$ cat src/rtl/rars_pkg.sv
`timescale 1ns / 1ps
// ----------------------------------------------------------------------------
// rars_pkg
// Shared types and constants for the range add / range sum core.
// ----------------------------------------------------------------------------
package rars_pkg;

  localparam int VAL_W   = 24;   // add amount width
  localparam int SUM_W   = 64;   // counter / sum width
  localparam int CFG_W   = 11;   // size register width
  localparam int POS_W   = 11;   // position field width
  localparam logic [CFG_W-1:0] SIZE_RST = 11'd1024;

  localparam logic OP_ADD   = 1'b0;
  localparam logic OP_QUERY = 1'b1;

  // back end status seen by the front end
  typedef struct packed {
    logic clearing;
  } back_stat_t;

endpackage

$ cat src/rtl/rars_front.sv
`timescale 1ns / 1ps
// ----------------------------------------------------------------------------
// rars_front
// Size register, range clipping and command classification.
// ----------------------------------------------------------------------------
module rars_front #(
  parameter int SIZE  = 1024,
  parameter int IDX_W = 11,
  parameter int CMD_W = 48
) (
  input  logic                          clk,
  input  logic                          rst_n,
  input  logic                          cfg_we,
  input  logic [rars_pkg::CFG_W-1:0]    cfg_size_in_use,
  input  logic                          accept,
  input  logic                          in_operation,
  input  logic [rars_pkg::POS_W-1:0]    in_range_first,
  input  logic [rars_pkg::POS_W-1:0]    in_range_last,
  input  logic [rars_pkg::VAL_W-1:0]    in_add_value,
  input  rars_pkg::back_stat_t          stat,
  output logic                          push,
  output logic [CMD_W-1:0]              cmd,
  output logic                          clr_req,
  output logic [IDX_W-1:0]              n_used
);

  localparam int CW = (IDX_W > rars_pkg::CFG_W) ? IDX_W : rars_pkg::CFG_W;

  logic [rars_pkg::CFG_W-1:0] size_r, size_nxt;
  logic                       clr_pend_r, clr_pend_nxt;
  logic [CW-1:0]              n_c, f_c, l_c;
  logic                       empty;

  always_comb begin
    size_nxt     = cfg_we ? cfg_size_in_use : size_r;
    clr_pend_nxt = cfg_we | (clr_pend_r & ~stat.clearing);

    n_c = CW'(size_r);
    if (n_c == '0) n_c = CW'(1);
    else if (n_c > CW'(SIZE)) n_c = CW'(SIZE);

    f_c = CW'(in_range_first);
    if (f_c == '0) f_c = CW'(1);
    l_c = CW'(in_range_last);
    if (l_c > n_c) l_c = n_c;
    empty = (f_c > l_c);
  end

  always_ff @(posedge clk) begin
    if (!rst_n) begin
      size_r     <= rars_pkg::SIZE_RST;
      clr_pend_r <= 1'b0;
    end else begin
      size_r     <= size_nxt;
      clr_pend_r <= clr_pend_nxt;
    end
  end

  // an empty add has no effect and is dropped here
  assign push    = accept & ~((in_operation == rars_pkg::OP_ADD) & empty);
  assign cmd     = {in_operation, empty, f_c[IDX_W-1:0], l_c[IDX_W-1:0], in_add_value};
  assign clr_req = clr_pend_r;
  assign n_used  = n_c[IDX_W-1:0];

endmodule

$ cat config.mk
export PLATFORM = sky130hd
export DESIGN_NAME = rars_front
export DESIGN_NICKNAME = d
export VERILOG_FILES = /design/src/rtl/rars_pkg.sv /design/src/rtl/rars_front.sv
export SDC_FILE = /design/constraint.sdc
export NUM_CORES = 1
export LEC_CHECK = 0
export BUFFER_PORTS_ARGS = -buffer_cell sky130_fd_sc_hd__buf_2
export CORE_ASPECT_RATIO = 2
export CORE_MARGIN = 2
export CORE_UTILIZATION = 44
export DETAILED_ROUTE_END_ITERATION = 12
export PLACE_DENSITY = 0.87
export SYNTH_ARGS = -nofsm -noshare
export SYNTH_HDL_FRONTEND = slang
export SYNTH_SLANG_ARGS = --single-unit
$ cat constraint.sdc
create_clock -name clk -period 8.45 [get_ports clk]
set_input_delay 0 -clock clk [delete_from_list [all_inputs] [get_ports clk]]
set_output_delay 0 -clock clk [all_outputs]
set_load 0.005 [all_outputs]
==> impl_metrics.ini <==
[sta]
period_share = 0.520
tightest_slew_ns = 0.793
setup-tns-final_ns = 0
rsz0062_at_grt = false
skew_ns = 0
finalHoldViolations = 0
relSlewSlack = 0.469
final_max_slew_viol_count = 0
setup_viol = 0
fmax_mhz = 227
min_period_ns = 4.40

[global_route]
antenna_found_initial = 0
grt_first_pass_wirelength_mm = 5.78
grt_usage = 0.190
grt_start_max_net_pins = 20
grt_pass1_vias = 1354
grt_overflow_total = 0

[clock_tree]
insertion_delay_ns = 0.24
htree_num_levels = 1
numCtsBuffers = 3
cts_root_buffer = clkbuf_8
path_clk_slew_ns = 0.05
cts_tree = yes
ctsResizeCount = 0
cts.path.max_buffers = 2
clkSinkCount = 12

[synthesis]
synth_ff_type = dfxtp_1
yosys-top-cells-area = ha_1, dfxtp_1, buf_4, mux2i_1, nor2b_1
yosys.cell_count.top_type = buf_4
syn_area_um2 = 1600
synth_cell_types = 30
postSynthAreaPerCell_um2 = 8.35
synth_nets = 277
yosysTopAreaCellShare = 0.172
synth_cells = 192
ys_warn_count = 0
synth_commonest_cells = buf_4, ha_1, mux2i_1
async_flop_share = 0
ys_seq_elements = 12
seq_area_frac_synth = 0.150
synth_area_leader_cell = ha_1
synth_edf_count = 0

[power_and_ir_drop]
peakVddDrop_mv = 0.117
power_mw = 0.223
pwr_density_cell_nw_per_um2 = 121
leakagePower_nw = 0.942

[floorplan]
std_cell_rows = 31
initial_utilization = 0.450
fp.dieW_um = 46.7
die_h_um = 89.4
core_um2 = 3570
die_area_um2 = 4170
ios = 124

[placed_design]
port_buffers = 75
gp_congestion = 0.779
dpl.hpwl_mm = 3.28

[layout]
area_delta_synth_final_pct = 14.9
antennaDiodeCount = 0
final_net_count = 316
drive_above_1_share = 0.400

[routing]
firstDrtPassIters = 4
vias_per_cell = 5.12
vias = 1429
drtIter0Drc = 17
detail-route-antenna-nets = 0
wire_per_inst_um = 13.4
drc = 0
drt-total-wl_mm = 3.73

[min_path]
hp-class = in -> out

[worst_setup_path]
slowest_stage = a41oi_4
critPathTopFamily = compound AO/OA/AOI/OAI gates
required_ns = 8.45
crit_buf_inv = 2
crit_arrival_ns = 4.40
crit_path_start_kind = register
max_stage_delay_ns = 0.67
crit_chain = nor4_1 -> nand3_1 -> o21ai_0 -> and2_1 -> inv_1 -> ha_1 -> nand4_1 -> a211oi_2 -> a2111oi_4 -> a41oi_4 -> mux2_2 -> ha_1 -> nand3_1 -> nor3_1 -> nor3_1 -> a211oi_1 -> buf_2
worst_setup_path_end_kind = output port
worstPathMaxFanout = 19
critical_path_class = reg -> out

[run]
cap_violations = 0

[status]
status = complete, no violations
[logic make-up (layout without fill, tap and decap cells)]
| group | count (synthesis) | after routing | synth area share |
|---|---|---|---|
| fa+ha+maj | 22 | 22 | 0.172 |
| simple gates | 45 | 45 | 0.153 |
| buf+inv | 58 | 96 | 0.201 |
| mux | 29 | 29 | 0.191 |
| compound gates | 26 | 26 | 0.133 |
| flops | 12 | 12 | 0.150 |
[placed cells by master, fill, tap and decap left out, types with 2 or more instances in the layout]
master / instances
nand3_1: 2
nand2_1: 3
mux2_2: 9
nor2_1: 9
buf_2: 75
a211oi_1: 3
nor4_1: 2
nand4_1: 4
nor2b_1: 18
a21o_1: 4
dfxtp_1: 12
inv_1: 16
clkbuf_8: 4
mux2i_1: 19
ha_1: 22
and2_1: 2
nor3_1: 4
a21oi_1: 8
o21ai_0: 3
[report_power, final]
| group | total (mW) | internal, mW | switching, mW |
|---|---|---|---|
| sequential | 0.0632 | 0.0602 | 0.00301 |
| combinational | 0.0983 | 0.0503 | 0.0480 |
| clock | 0.0614 | 0.0411 | 0.0203 |
| total | 0.223 | 0.152 | 0.0713 |
[repair_timing]
item | 4_1_cts | 5_1_grt
hold buffers | 1 | 0
setup buffers | 0 | 0
hold endpoints to repair | 1 | 0
[registers in the layout, summed over array words and instances, names as in the netlist]
name / count
clr_req: 1
size_r: 11
[area by class of cell]
| class | instances | area (µm²) |
|---|---|---|
| Tap cell | 49 | 61.3 |
| Timing Repair Buffer | 76 | 385 |
| Inverter | 16 | 60.1 |
| Multi-Input combinational cell | 122 | 1040 |
| Sequential cell | 12 | 240 |
| Clock buffer | 4 | 55.1 |
| Fill cell | 373 | 1730 |
[metal layers]
layer	GRT usage	routed length, µm
met5	0	0
met1	0.189	1260
met2	0.352	2090
met4	0.116	145
met3	0.0182	222
[path summary, 6_finish.rpt]
kind	slack, ns	to	depth (start not counted)	startpoint
max	4.05	push	17	size_r[3]
max reg2reg	7.52	size_r[10]	2	size_r[10]
min reg2reg	0.54	size_r[7]	2	size_r[7]
min	0.000002	cmd[3]	0	in_add_value[3]
[metrics by stage]
stage / cells / hold WS, ns / setup WS (ns) / util / cell area (µm²)
floorplan: 192 / 0.0705 / 4.80 / - / 1600
global placement: 274 / 0.0000346 / 4.42 / 0.498 / 1780
detailed placement: 274 / 0.0000346 / 4.29 / 0.498 / 1780
CTS: 279 / 0.0000346 / 4.01 / 0.516 / 1840
global route: 279 / 0.00000794 / 3.47 / 0.516 / 1840
finish: 279 / 0.00000198 / 4.05 / 0.516 / 1840
Power figures use the tool's default switching activity.
