<file path="src/rtl/rars_queue.sv">
`timescale 1ns / 1ps
// ----------------------------------------------------------------------------
// rars_queue
// Two-entry command queue between the front end and the back end.
// ----------------------------------------------------------------------------
module rars_queue #(
  parameter int W = 8
) (
  input  logic         clk,
  input  logic         rst_n,
  input  logic         push,
  input  logic [W-1:0] push_data,
  input  logic         pop,
  output logic [W-1:0] head,
  output logic         full,
  output logic         not_empty
);

  logic [W-1:0] slot_r [2];
  logic         wp_r, wp_nxt;
  logic         rp_r, rp_nxt;
  logic [1:0]   cnt_r, cnt_nxt;

  always_comb begin
    wp_nxt  = push ? ~wp_r : wp_r;
    rp_nxt  = pop ? ~rp_r : rp_r;
    cnt_nxt = cnt_r + {1'b0, push} - {1'b0, pop};
  end

  always_ff @(posedge clk) begin
    if (!rst_n) begin
      wp_r  <= 1'b0;
      rp_r  <= 1'b0;
      cnt_r <= 2'd0;
    end else begin
      wp_r  <= wp_nxt;
      rp_r  <= rp_nxt;
      cnt_r <= cnt_nxt;
    end
  end

  always_ff @(posedge clk) begin
    if (push) begin
      slot_r[wp_r] <= push_data;
    end
  end

  assign head      = slot_r[rp_r];
  assign full      = cnt_r[1];
  assign not_empty = (cnt_r != 2'd0);

endmodule

</file>
<file path="config.mk">
export PLATFORM = sky130hd
export DESIGN_NAME = rars_queue
export DESIGN_NICKNAME = d
export VERILOG_FILES = /design/src/rtl/rars_queue.sv
export SDC_FILE = /design/constraint.sdc
export NUM_CORES = 1
export LEC_CHECK = 0
export BUFFER_PORTS_ARGS = -buffer_cell sky130_fd_sc_hd__buf_2
export CAP_MARGIN = 20
export CORE_UTILIZATION = 39
export CTS_CLUSTER_DIAMETER = 200
export DETAILED_ROUTE_END_ITERATION = 10
export GPL_TIMING_DRIVEN = 0
export SLEW_MARGIN = 40
export SYNTH_ARGS = -nofsm -noshare
export SYNTH_HDL_FRONTEND = slang
export SYNTH_SLANG_ARGS = --single-unit
</file>
<file path="constraint.sdc">
create_clock -name clk -period 2 [get_ports clk]
set_clock_uncertainty 0.1 [all_clocks]
set_input_delay 0.2 -clock clk [delete_from_list [all_inputs] [get_ports clk]]
set_output_delay 0.2 -clock clk [all_outputs]
set_load 0.02 [all_outputs]
</file>
==> results of run 1 <==
worst max-delay path, delay by kind of cell (launching register included):
family   cells  cell delay [ns]
mux          1             0.36
buf+inv      2             0.36
flops        1             0.32
logic make-up after synthesis:
family | share of synthesized area [%]
flip-flops | 72.61
multiplexers | 11.27
AND/OR/NAND/NOR | 6.573
buffers and inverters | 1.565
XOR/XNOR | 3.912
adder cells (fa/ha/maj) | 3.129
AO/OA/AOI/OAI | 0.9393
worst max path at each step:
| stage | cells past startpoint | slack, ns | end | start |
|---|---|---|---|---|
| 6_report | 3 | 0.36 | head[6] | flip-flop |
| 5_1_grt | 3 | 0.31 | head[2] | flip-flop |
| 4_1_cts | 3 | 0.34 | head[6] | flip-flop |
| 3_5_place_dp | 2 | 0.52 | slot_r[0][7]$_DFFE_PP_ | push |
| 3_3_place_gp | 2 | 0.56 | slot_r[0][0]$_DFFE_PP_ | push |
| 2_1_floorplan | 6 | 0.76 | cnt_r[1]$_SDFF_PN0_ | cnt_r[0]$_SDFF_PN0_ |
cell usage in the layout (no fill, tap or decap):
cell type	instances
sky130_fd_sc_hd__buf_2	22
sky130_fd_sc_hd__edfxtp_1	16
sky130_fd_sc_hd__mux2_2	8
sky130_fd_sc_hd__dlygate4sd3_1	8
sky130_fd_sc_hd__dfxtp_1	5
sky130_fd_sc_hd__and2_1	4
sky130_fd_sc_hd__clkbuf_4	3
sky130_fd_sc_hd__inv_1	2
sky130_fd_sc_hd__nor2b_1	2
sky130_fd_sc_hd__ha_1	2
sky130_fd_sc_hd__or2_2	1
sky130_fd_sc_hd__xor2_1	1
sky130_fd_sc_hd__o21a_1	1
sky130_fd_sc_hd__xnor3_1	1
sky130_fd_sc_hd__nor2b_2	1
sky130_fd_sc_hd__clkinv_2	1
through the flow:
stage | instance area, sq um | hold slack (ns) | cells | util [%]
after floorplan | 799.5 | 0.1989 | 45 | -
after global placement | 938.4 | 0.2893 | 93 | 48.32
after detailed placement | 938.4 | 0.2923 | 93 | 48.32
after CTS | 1046 | 0.03950 | 105 | 53.87
after global routing | 1046 | 0.04829 | 105 | 53.87
final | 1046 | 0.04854 | 105 | 53.87
sequential cells by signal, indices dropped and copies added (netlist names), named ones only:
register  cells
rp_r          1
slot_r       16
wp_r          1
cnt_r         2
metal layers:
metal  routed length (um)  vias up  GRT usage, %
met5                    0        -             0
met1                  466      211         10.25
met3                   40        2         2.308
li1                     -      227             -
met2                  580       14         19.73
met4                   18        0         10.29
power by group:
part           internal [uW]  switching [uW]  total [uW]
registers                502            10.5         513
logic                   90.1            87.1         177
clock network           74.4             119         194
total                    667             217         884
cell usage after synthesis, types with 2 or more instances:
master / n / share of area (%)
sky130_fd_sc_hd__nor2b_1: 2 / 1.6
sky130_fd_sc_hd__edfxtp_1: 16 / 60
sky130_fd_sc_hd__and2_1: 4 / 3.1
sky130_fd_sc_hd__mux2_2: 8 / 11
sky130_fd_sc_hd__inv_1: 2 / 0.94
sky130_fd_sc_hd__ha_1: 2 / 3.1
sky130_fd_sc_hd__dfxtp_1: 5 / 13
final cells by class:
type	instances	area, sq um
clock inverter	1	5.005
multi-input combinational	21	206.4
tap	27	33.78
buffer	1	5.005
sequential	21	580.6
inverter	2	7.507
clock buffer	3	22.52
fill	169	895.9
timing repair buffer	29	185.2
timing repair:
item,CTS,global route
endpoints found under the setup margin,0,0
endpoints found under the hold margin,16,0
hold buffers,8,0
gates resized for setup,0,0
==> results summary, run 1 <==
The run finished with clean final reports. The setup slack after placement is 0.5244 ns. The number of hold violations in the final report came out at 0. The post-route DRC violation count is 0.

The number of placement rows is 16. The slew of the pin with the lowest slew margin came out at 0.7839 ns. The I/O pin total came out at 22. Synthesis inferred 21 register bits. The category of the worst setup path launch point is a flip-flop. Global routing finished with a remaining overflow of 0. The minimum period implied by the final worst setup slack came out at 1.636 ns. The number of nets in the layout is 93. The total CTS buffers came out at 3.

Traced cell by cell, the critical path runs through buf_2 > mux2_2 > buf_2. In this run the power density over the cells is 844.7 mW/mm^2. The global router's overall resource usage came out at 11.05%. Counting along the longest clock path gives a buffer depth of 2. Setup repair after global routing left no endpoint under its margin. The length in cells of the worst reg-to-reg path came out at 1. The synthesized area per cell is 17.77 sq um. The post-route antenna net violation count is 0. In the post-route analysis, the smallest setup slack over all paths is 0.3642 ns.

The total number of vias is 454. The total area inside the core boundary comes to 0.001942 sq mm. The y dimension of the die came out at 47.28 um. The startpoint identified for the worst register-to-register timing path is wp_r$_SDFFE_PN0P_. The clock-pin slew of the registers on the worst-case setup and hold paths came out at 0.11 ns.

The number of iterations in the first detailed-routing pass came out at 4. The path class of the tightest hold or removal check is input pin to flip-flop. The global-route wire length before repair is 1580 um. The number of nets in the synthesized netlist is 59. Among all flip-flop cells after synthesis, the most frequent one is sky130_fd_sc_hd__edfxtp_1.

The timing-limited maximum frequency is 611.3 MHz. The average via count per standard cell came out at 4.324. The post-synthesis instance area is 799.5 sq um. The proportion of layout cells with a drive suffix above 1 is 46.15%. The initial standard-cell utilization of the core came out at 41.17%.

The violation count after the first detailed-routing iteration came out at 5. On the critical path, the stage with the largest delay is an instance of sky130_fd_sc_hd__mux2_2. For hold timing, the worst endpoint is wp_r$_SDFFE_PN0P_. The via count of the first global-routing pass is 422. The number of buffers inserted by port buffering is 21. In this run the worst path has a maximum fanout of 8. The startpoint of the tightest hold check path is rst_n. The register area share after synthesis came out at 72.61%.

The most numerous cell type found on the critical path is sky130_fd_sc_hd__buf_2. The portion of the clock cycle consumed by the worst path in the final layout came out at 81.79%. The worst-case register-to-register setup slack came out at 0.60 ns. The floorplan die area is 0.002235 sq mm. The sink count of the clock tree came out at 21. The post-DP HPWL is 736.1 um.

The floorplan step set the die width to 47.28 um. The worst stage delay on the critical path came out at 0.36 ns. TritonCTS built the clock tree. The relative slew slack came out at 47.63%. The routed design has 1105 um of wire.

The number of unique standard cell types used by synthesis is 13. The tool flagged a number of max-cap violations equal to 0. The maximum number of pins on one net before global-route repair came out at 13. Counting flops with an async set or reset pin after synthesis yields a share of 0%. CTS placed an instance of sky130_fd_sc_hd__clkbuf_4 at the clock tree root. The required time at the worst-slack endpoint is 1.70 ns.

The insertion delay to the later sink of the worst-skew pair came out at 0.29 ns. The kind of end point of the critical path is an output pin. The number of H-tree levels came out at 1. The number of buffers inserted by post-CTS setup repair came out at 0. The final total negative setup slack is 0 ns. The number of instances in the synthesized netlist came out at 45. The final number of max-transition violations is 0. The number of instances on the worst hold path is 2. The endpoint identified for the worst register-to-register timing path is slot_r[0][0]$_DFFE_PP_. The type of the worst setup path is flip-flop to output pin. The area growth from synthesis to layout is 30.83%.

Routability-driven placement finished with a final weighted congestion of 0.6451. The Yosys warning count came out at 0. Yosys mapped a number of flops with a built-in enable equal to 16. Dividing the detail-routed wire length by the instance count gives 10.52 um. The final total power is 883.6 uW.

The arrival time reported for the critical path endpoint is 1.34 ns. The standby leakage power is 0.0004276 uW. The peak supply drop came out at 502.1 uV. The number of setup violations in the final report came out at 0. The initial antenna violation count came out at 0. The number of antenna cells inserted came out at 0.
Power figures use the tool's default switching activity.
==> run 2: changes to the inputs <==
==> constraint.sdc (replaced) <==
create_clock -name clk -period 1.5 [get_ports clk]
set_clock_uncertainty 0.1 [all_clocks]
set_input_delay 0.15 -clock clk [delete_from_list [all_inputs] [get_ports clk]]
set_output_delay 0.15 -clock clk [all_outputs]
set_load 0.02 [all_outputs]
==> run 2 against run 1 <==
Effect of this change:
- the flow now finishes with violations (setup timing)
- combinational power rose by 62%
- via count rose by 2.0%
- final cell count rose by 0.95%
- hold slack improved by 0.048 ns
- setup slack got worse by 0.36 ns
- die area did not move
- core utilization rose by 4.6 points
- global-route usage rose by 0.73 points
- clock power rose by 32%
==> results summary, run 2 (synthesis gave the netlist of run 1 again) <==
Outcome: complete, but fails checks (was completed). The checks that failed: setup timing. The buffer levels on the longest clock path came out at 2 (unchanged).

The slew of the pin with the lowest slew margin is 0.7889 ns (was 0.7839 ns). After layout, the worst path uses 100.0% of the clock period. The horizontal die dimension came out at 47.28 um (unchanged). The total CTS buffers came out at 3 (unchanged).

The number of setup violations in the final report was 1 (was 0). The CTS tree was built (unchanged). The total number of vias came out at 463 (was 454). Setup repair after global routing missed its margin: yes (was no). The clock share of power is 20.9% (was 21.9%). The flip-flop count of the largest register after layout came out at 16 (unchanged). The power per unit of standard cell area was 1081 mW/mm^2 (was 844.7 mW/mm^2). The required time at the worst-slack endpoint came out at 1.25 ns (was 1.70 ns).

The terminus of the critical flop-to-flop path was slot_r[0][0]$_DFFE_PP_ (unchanged). The standby leakage power came out at 0.0004703 uW (was 0.0004276 uW). The area of the core was 0.001942 sq mm (unchanged). Biggest registers after layout: slot_r: 16 flops, cnt_r: 2 flops (unchanged).

The number of buffers inserted by port buffering was 21 (unchanged). The portion of total power attributed to combinational logic is 23.3% (was 20.1%). The number of buffers inserted by post-CTS setup repair came out at 0 (unchanged).

The floorplan die area is 0.002235 sq mm (unchanged). The startpoint of the tightest hold check path is pop (was rst_n). The worst-case register-to-register setup slack came to 0.09 ns (was 0.60 ns).

The category of the worst setup path launch point is a flip-flop (unchanged). The clock-pin slew of the registers on the worst-case setup and hold paths was 0.11 ns (about the same). The post-layout instance count excluding filler cells is 106 (was 105).

The number of hold violations in the final report was 0 (unchanged). The violation count after the first detailed-routing iteration is 4 (was 5). The number of instances on the worst hold path came out at 3 (was 2). The number of placement rows came out at 16 (unchanged). The slack of the critical path is -0.0005123 ns (was 0.3642 ns).

The relative slew slack came out at 47.30% (was 47.63%). The post-DP HPWL came out at 736.1 um (unchanged). The final-layout worst hold slack came out at 0.09615 ns (was 0.04854 ns).

The arrival time reported for the critical path endpoint came to 1.25 ns (was 1.34 ns). The average via count per standard cell is 4.368 (was 4.324). The final total negative setup slack came out at -0.0005123 ns (was 0 ns).

The net switching power is 297.7 uW (was 217.0 uW). The post-route antenna net violation count is 0 (unchanged). The global-route wire length before repair is 1690 um (was 1580 um). The average detailed-routed wire length per instance came out at 10.91 um (was 10.52 um). The maximum number of pins on one net before global-route repair came to 13 (unchanged).

The sum of overflow across all layers after global routing is 0 (unchanged). The sum of routed wire length over all layers is 1156 um (was 1105 um). The placed instance count came out at 93 (unchanged). The worst min-delay path category is input pin to flip-flop (unchanged). The beginning of the worst register-to-register path is wp_r$_SDFFE_PN0P_ (unchanged).

The max-cap violation count was 0 (unchanged). The final estimated routing congestion in global placement came out at 0.6451 (unchanged). The internal power consumption is 930.3 uW (was 666.6 uW). Leading cell types in the layout, fill and taps excluded: 16 x sky130_fd_sc_hd__edfxtp_1, 13 x sky130_fd_sc_hd__buf_2, 9 x sky130_fd_sc_hd__dlygate4sd3_1, 8 x sky130_fd_sc_hd__buf_6, 5 x sky130_fd_sc_hd__mux2_4 (was 22 x sky130_fd_sc_hd__buf_2, 16 x sky130_fd_sc_hd__edfxtp_1, 8 x sky130_fd_sc_hd__mux2_2, 8 x sky130_fd_sc_hd__dlygate4sd3_1, 5 x sky130_fd_sc_hd__dfxtp_1). The number of iterations in the first detailed-routing pass is 4 (unchanged).

The insertion delay to the later sink of the worst-skew pair came out at 0.29 ns (about the same). The number of H-tree levels came out at 1 (unchanged). The number of nets in the layout is 94 (was 93). The number of inserted filler cells in the final layout came out at 163 (was 169). The via count of the first global-routing pass came to 443 (was 422). The most common library cell in the layout ignoring fill and taps is sky130_fd_sc_hd__edfxtp_1 (was sky130_fd_sc_hd__buf_2).

The final standard cell utilization of the core came out at 58.51% (was 53.87%). The post-route DRC violation count came to 0 (unchanged). The final total power came to 1228 uW (was 883.6 uW). The proportion of layout cells with a drive suffix above 1 came to 46.84% (was 46.15%).

The layout overhead on the synthesized area came out at 42.10% (was 30.83%). The sink count of the clock tree is 21 (unchanged). The largest register by flop count was slot_r (unchanged). The y dimension of the die came out at 47.28 um (unchanged). The cell at the root of the clock tree is sky130_fd_sc_hd__clkbuf_4 (unchanged).

The minimum period implied by the final worst setup slack is 1.501 ns. The final number of max-transition violations came out at 0 (unchanged). The initial standard-cell utilization of the core came out at 41.17% (unchanged). The peak supply drop is 661.5 uV (was 502.1 uV).

The share of total power consumed by net switching is 24.24% (was 24.56%). The type of the worst setup path is flip-flop to output pin (unchanged). The kind of end point of the critical path is an output pin (unchanged). The peak fanout along the critical path came out at 8 (unchanged). The I/O pin total is 22 (unchanged). The length in cells of the worst reg-to-reg path came out at 1 (unchanged). The global router's overall resource usage came out at 11.77% (was 11.05%). The sequential share of power is 55.9% (was 58.0%).

The number of antenna cells inserted was 0 (unchanged). The initial antenna violation count is 0 (unchanged). Based on the critical path, the design can be clocked at up to 666.4 MHz.
[run 2: how the worst max path moves through the flow]
stage	to	slack, ns	depth (start not counted)
finish	head[7]	-0.0005	3
global route	head[7]	-0.04	3
global placement	slot_r[0][0]$_DFFE_PP_	0.10	1
floorplan	cnt_r[1]$_SDFF_PN0_	0.26	6
detailed placement	slot_r[0][7]$_DFFE_PP_	0.07	1
CTS	head[6]	-0.03	3
[run 2: metrics by stage]
stage	setup WS, ns	cell area, sq um
3_5_place_dp	0.06902	938.4
2_1_floorplan	0.2647	799.5
5_1_grt	-0.04040	1136
3_3_place_gp	0.1047	938.4
4_1_cts	-0.02701	1101
6_report	-0.0005123	1136
[run 2: layer usage]
layer | GRT usage (%) | wire length, um | part of all wire (%) | vias up
met4 | 10.29 | 18 | 1.6 | 0
li1 | - | - | - | 229
met3 | 2.308 | 33 | 2.9 | 2
met1 | 10.50 | 461 | 40 | 220
met5 | 0 | 0 | 0 | -
met2 | 21.92 | 643 | 56 | 12
[run 2: power groups by stage]
| stage | registers (uW) | logic (uW) | clock network, uW |
|---|---|---|---|
| after floorplan | 705 | 147 | 0 |
| final | 686 | 286 | 256 |
| after global placement | 696 | 220 | 0 |
| after detailed placement | 698 | 223 | 0 |
| after global routing | 691 | 306 | 289 |
| after CTS | 685 | 268 | 271 |
[run 2: cell type report]
type / count / area, sq um / area share (%)
Tap cell: 27 / 33.78 / 2.974
Timing Repair Buffer: 30 / 245.2 / 21.59
Multi-Input combinational cell: 21 / 225.2 / 19.82
Buffer: 1 / 15.01 / 1.322
Inverter: 2 / 7.507 / 0.6608
Sequential cell: 21 / 581.8 / 51.21
Clock buffer: 3 / 22.52 / 1.982
Clock inverter: 1 / 5.005 / 0.4405
[run 2: repair_timing]
item | in CTS | in global routing
hold buffers | 9 | 0
gates resized for setup | 15 | 10
hold endpoints to repair | 20 | 0
setup endpoints to repair | 8 | 8
[run 2: worst max-delay path: stages, from the launching register on]
cell	delay, ns
sky130_fd_sc_hd__dfxtp_2	0.35
sky130_fd_sc_hd__buf_8	0.13
sky130_fd_sc_hd__mux2_2	0.35
sky130_fd_sc_hd__buf_6	0.13
